**src/rtl/core/assert_macros.svh**
```systemverilog
// Assertion macros shared by the RTL.
`ifndef ASSERT_MACROS_SVH
`define ASSERT_MACROS_SVH
`ifndef SYNTH
`define ASSERT_IMPL(label, clk, rst_n, prop, msg) \
	label: assert property (@(posedge clk) disable iff (!rst_n) (prop)) else $error(msg);
`define ASSERT_NEVER(label, clk, rst_n, cond, msg) \
	label: assert property (@(posedge clk) disable iff (!rst_n) !(cond)) else $error(msg);
`else
`define ASSERT_IMPL(label, clk, rst_n, prop, msg)
`define ASSERT_NEVER(label, clk, rst_n, cond, msg)
`endif
`endif

```
**src/rtl/core/c2d_pkg.sv**
```systemverilog
// Package: types and constants for the 2D convolution block.
`timescale 1ns / 1ps
package c2d_pkg;
	localparam int MaxInCh = 16;
	localparam int MaxOutCh = 16;
	localparam int MaxKernel = 5;
	localparam int MaxHeight = 64;
	localparam int MaxWidth = 64;

	typedef enum logic [1:0] {
		CMD_WEIGHT = 2'd0,
		CMD_BIAS   = 2'd1,
		CMD_PIXEL  = 2'd2,
		CMD_QUERY  = 2'd3
	} cmd_t;

	typedef enum logic [1:0] {
		ST_OK   = 2'd0,
		ST_OUT  = 2'd1,
		ST_SAT  = 2'd2
	} status_t;

	localparam logic [2:0] REG_IN_CH  = 3'd0;
	localparam logic [2:0] REG_OUT_CH = 3'd1;
	localparam logic [2:0] REG_KSIZE  = 3'd2;
	localparam logic [2:0] REG_STRIDE = 3'd3;
	localparam logic [2:0] REG_PAD    = 3'd4;
	localparam logic [2:0] REG_HEIGHT = 3'd5;
	localparam logic [2:0] REG_WIDTH  = 3'd6;

	typedef struct packed {
		logic [1:0]         cmd;
		logic [3:0]         out_channel;
		logic [3:0]         in_channel;
		logic [2:0]         tap_row;
		logic [2:0]         tap_col;
		logic [6:0]         row;
		logic [6:0]         col;
		logic signed [15:0] value;
	} in_item_t;

	typedef struct packed {
		logic signed [31:0] sum;
		logic [1:0]         status;
	} out_item_t;

	// Control from sequencer to accumulator.
	typedef struct packed {
		logic clr;   // load bias, start new sum
		logic mac;   // accumulate product
		logic done;  // result state; c2d_acc registers it but does not use it
	} acc_ctl_t;
endpackage

```
**src/rtl/core/c2d_acc.sv**
```systemverilog
// Multiply-accumulate unit with saturation to signed Q16.16.
`timescale 1ns / 1ps
module c2d_acc (
	input  logic               clk,
	input  logic               arst_n,
	input  c2d_pkg::acc_ctl_t  ctl,
	input  logic signed [15:0] bias,
	input  logic signed [15:0] pix,
	input  logic signed [15:0] wgt,
	output logic signed [31:0] sum,
	output logic               sat
);
	logic signed [31:0] prod_s1;
	logic               mac_s1;
	logic               done_s1;
	logic               done_s2;
	logic signed [47:0] acc_q;

	always_ff @(posedge clk or negedge arst_n) begin
		if (!arst_n) begin
			mac_s1 <= 1'b0;
			done_s1 <= 1'b0;
			done_s2 <= 1'b0;
		end else begin
			mac_s1 <= ctl.mac;
			done_s1 <= ctl.done;
			done_s2 <= done_s1;
		end
	end

	always_ff @(posedge clk) begin
		prod_s1 <= pix * wgt;
		if (ctl.clr)
			acc_q <= 48'(signed'({bias, 8'h00}));
		else if (mac_s1)
			acc_q <= acc_q + 48'(prod_s1);
	end

	always_comb begin
		sat = 1'b0;
		sum = acc_q[31:0];
		if (acc_q > 48'sh0000_7FFF_FFFF) begin
			sum = 32'sh7FFF_FFFF;
			sat = 1'b1;
		end else if (acc_q < -48'sh0000_8000_0000) begin
			sum = -32'sh8000_0000;
			sat = 1'b1;
		end
	end

	logic unused_done;
	assign unused_done = done_s2;
endmodule
```
**config.mk**
```make
export PLATFORM = sky130hd
export DESIGN_NAME = c2d_acc
export DESIGN_NICKNAME = d
export VERILOG_FILES = /design/src/rtl/core/assert_macros.svh /design/src/rtl/core/c2d_pkg.sv /design/src/rtl/core/c2d_acc.sv
export SDC_FILE = /design/constraint.sdc
export NUM_CORES = 1
export LEC_CHECK = 0
export BUFFER_PORTS_ARGS = -buffer_cell sky130_fd_sc_hd__buf_2
export CAP_MARGIN = 20
export CELL_PAD_IN_SITES_DETAIL_PLACEMENT = 0
export CELL_PAD_IN_SITES_GLOBAL_PLACEMENT = 2
export CORE_MARGIN = 3
export CORE_UTILIZATION = 44
export DETAILED_ROUTE_END_ITERATION = 10
export HOLD_SLACK_MARGIN = 0.02
export PLACE_DENSITY_LB_ADDON = 0.1
export SLEW_MARGIN = 20
export SYNTH_ARGS = -nofsm -noshare
export SYNTH_HDL_FRONTEND = slang
export SYNTH_SLANG_ARGS = --single-unit
```
**constraint.sdc**
```tcl
create_clock -name clk -period 4.5 [get_ports clk]
set_input_delay 0.9 -clock clk [delete_from_list [all_inputs] [get_ports clk]]
set_output_delay 0.9 -clock clk [all_outputs]
set_load 0.05 [all_outputs]
```
After elaboration in Yosys (flattened, before gate mapping). Cells that the tools add are included.

Register bits: 81. Input bits: 53. Output and inout bits: 33. Logic and storage cells: 15.

Add/sub/neg operators: 1. $mul: 1. Order comparisons: 2. Muxes and demuxes: 6. Reduce and logical (&&, ||, !) cells: 1.

Operator list (number): 2-to-1 mux 48 bit (2); 2-to-1 mux 32 bit (2); adder 48 x 32 -> 48 bit (1); > comparator 48 x 32 -> 1 bit, second input constant (1); < comparator 48 x 32 -> 1 bit, second input constant (1); multiplier 16 x 16 -> 32 bit (1); 2-to-1 mux 1 bit (2); nonzero test 2 bit (1).

Logic depth before layout (Yosys ltp).
Depth in word-level cells: 3. Gate-level depth with buffers: 24.

Worst setup path after synthesis. OpenSTA, ideal clock, no wires.

Path type: input to register. From: input port wgt[15]. To: register prod_s1[31]. Library setup time: 72 ps. Arrival time: 6637 ps. Data required time: 4428 ps. Slack: -2209 ps. Stages: 20. Cell sequence: inv_1 -> buf_1 -> nor2_1 -> fa_1 -> fa_1 -> fa_1 -> fa_1 -> fa_1 -> inv_1 -> fa_1 -> inv_1 -> ha_1 -> a21o_1 -> a21o_1 -> a21o_1 -> a2111oi_0 -> a211oi_1 -> a311o_1 -> a21oi_1 -> xnor2_1.

Cells in the longest elaborated chain, start to end: 1.

RTL lines: start: declaration (line c2d_acc.sv:9) `input logic signed [15:0] wgt,`; multiplier 16 x 16 -> 32 bit (line c2d_acc.sv:32) `prod_s1 <= pix * wgt;`; end signal: assignment (line c2d_acc.sv:32); end: declaration (line c2d_acc.sv:13) `logic signed [31:0] prod_s1;`.

Every way passes these cells. A chain may end at the register's enable or synchronous reset.

Final worst setup path.
From: input port pix[14]. To: register prod_s1[31].

Cells in the longest elaborated chain, start to end: 1.

RTL lines: start: declaration (line c2d_acc.sv:8) `input logic signed [15:0] pix,`; multiplier 16 x 16 -> 32 bit (line c2d_acc.sv:32).

Every way passes these cells.

==> reports/metrics.yaml <==
path_class: "in2reg"
synth.distinct_cells: 63
cts_sinks: 81
port-buffer-count: 84
fillers: 3144
cts_tree: "yes"
n_antenna_cell: 0
drv_cap: 0
worstSetupEndpointType: "flip-flop"
status: "finished, violations left"
period_minus_slack_ns: 6.06
wl_per_cell_um: 16.4
drc: 0
cts_buffers: 9
synth_area_leader_cell: "fa_1"
critPathArrivalTime_ns: 6.34
r2r_start: "prod_s1[0]"
worst_slew_pin_slew_ns: 0.976
fin_util_pct: 56.3
synthTopCellsByCount: "inv_1 (343), fa_1 (263), nand2_1 (180)"
start_util_pct: 45.3
max_freq_mhz: 165
grt_use_total_pct: 21.8
grt_pass1_wl_um: 64900
ctsHoldBuffers: 0
grt_pass1_vias: 12600
holdCritPathClass: "in2async"
yosysSeqAreaShare_pct: 13.2
placed_area_um2: 17800
syn_inst: 1713
rsz0062_at_grt: "true"
ys.flop_type: "edfxtp_1"
root_buffer: "clkbuf_16"
cp-startpoint: "pix[14]"
violations: "setup timing"
via_per_inst: 5.01
gp_congestion: 0.883
cts.path.max_buffers: 2
drive_above_1_share_pct: 23.6
setup_viol: 23
layout.nets: 2387
grt_use_met1_pct: 31.0
dieArea_um2: 37200
grt_busiest_layer: "met2"
grt.overflow.total: 0
clkTransAtPathRegs_ns: 0.06
grt_max_degree: 42
drtIter0Drc: 494
final-max-slew-violation-count: 0
layout_setup_ws_ns: -1.56
cp.required_ns: 4.78
synth_top_area_share_pct: 34.2
grtUsageMet3_pct: 1.90
cts_max_level: 3
clock_latency_ns: 0.34
ys_ff_latch: 81
finalSetupTns_ns: -25.37
core_area_um2: 34000
drt_pass1_iterations: 5
crit_fanout: 4
syn_to_final_growth_pct: 24.3
synthArstFlopShare_pct: 1.23
synth_enable_flop_cells: 40
syn_nets: 2158
synth_warnings: 0
dp.final_hpwl_um: 33300
use_met2_pct: 36.7
min_period_over_period_pct: 135
row_count: 67
relSlewSlack_pct: 34.2
routed_wirelength_um: 39300
synth.avg_cell_area_um2: 8.98
dieWidth_um: 193
syn_area_um2: 15400
io_pins: 86
routed-via-count: 12000
postRouteAntennaNets: 0
hold_viol: 0
clock_skew_ns: 0.00694
critPathLaunchType: "input port"
dp_slack_ns: -2.06
yosysMostFrequentCell: "inv_1"
antenna_found_initial: 0
fin_area_um2: 19100
die_h_um: 193
synthTopCellsByArea: "fa_1 (34%), ha_1 (10%), inv_1 (8.4%), edfxtp_1 (7.8%), dfxtp_1 (5.2%)"
-- final timing paths --
path                          endpoint  slack, ns  cells past startpoint
max in group asynchronous       mac_s1       4.10                      1
hold / removal                  mac_s1       0.32                      1
hold reg to reg               acc_q[7]       0.51                      2
min in group clk              acc_q[7]       0.51                      2
setup / recovery           prod_s1[31]      -1.56                     23
setup reg to reg             acc_q[28]       1.17                     12
-- state kept, by name (all words and copies together), names as in the netlist --
register	count
prod_s1	32
acc_q	48
mac_s1	1
-- cells in the final DEF, fill, tap and decap left out, drive strengths merged, types with 18 or more instances in the layout --
cell type and instances:
xor2 18, o21ai 64, a21oi 72, dfxtp 40, nand4 20, xnor2 59, fa 263, edfxtp 40
inv 342, nor2 61, nand2 180, buf 279, and2 125, a21o 69, ha 129
-- logic make-up (layout without fill, tap and decap cells) --
logic type,Yosys count,count (layout),synth area share (%)
flops,81,81,13.2
buf+inv,405,639,9.95
simple gates,451,451,14.3
mux,6,6,0.399
fa+ha+maj,392,392,44.7
xor+xnor,77,77,4.39
compound gates,301,301,13.1
-- final cells by class --
cell class | instances | area, µm² | share of cell area [%]
clock buffer | 12 | 279 | 1.46
inverter | 343 | 1300 | 6.78
timing repair buffer | 280 | 2300 | 12.0
sequential | 81 | 2030 | 10.6
multi-input combinational | 1227 | 12600 | 66.0
tap | 448 | 561 | 2.93
clock inverter | 4 | 47.5 | 0.249
-- routing by layer --
| layer | part of all wire, % | wire length, µm |
|---|---|---|
| met1 | 48 | 18900 |
| met2 | 47 | 18300 |
| met3 | 3.8 | 1470 |
| met4 | 1.6 | 634 |
| met5 | 0 | 0 |
-- through the flow --
stage | hold WS [ns] | std cells
2_1_floorplan | 0.470 | 1713
3_3_place_gp | 0.490 | 2357
3_5_place_dp | 0.499 | 2357
4_1_cts | 0.301 | 2382
5_1_grt | 0.310 | 2395
6_report | 0.318 | 2395
-- worst max-delay path: stages --
cell and delay [ns]:
buf_12 0.11, buf_8 0.12, and2_4 0.15, fa_1 0.54, inv_2 0.04, fa_1 0.54
inv_2 0.04, fa_1 0.47, fa_1 0.53, fa_1 0.54, inv_1 0.04, fa_1 0.50
inv_2 0.05, ha_4 0.24, nand2_4 0.08, nor2_4 0.04, or3_4 0.35, a211oi_4 0.19
buf_4 0.16, a211oi_4 0.05, a311o_1 0.39, a21oi_2 0.15, xnor2_1 0.11
-- what timing repair did --
action / 4_1_cts / 5_1_grt
pin swaps: 48 / 74
endpoints found under the setup margin: 24 / 24
setup buffers: 10 / 17
resized for setup: 142 / 76
Power is left out: the tool's default activity adds up to more than one toggle a clock period on the data nets, which glitch-free logic cannot reach.
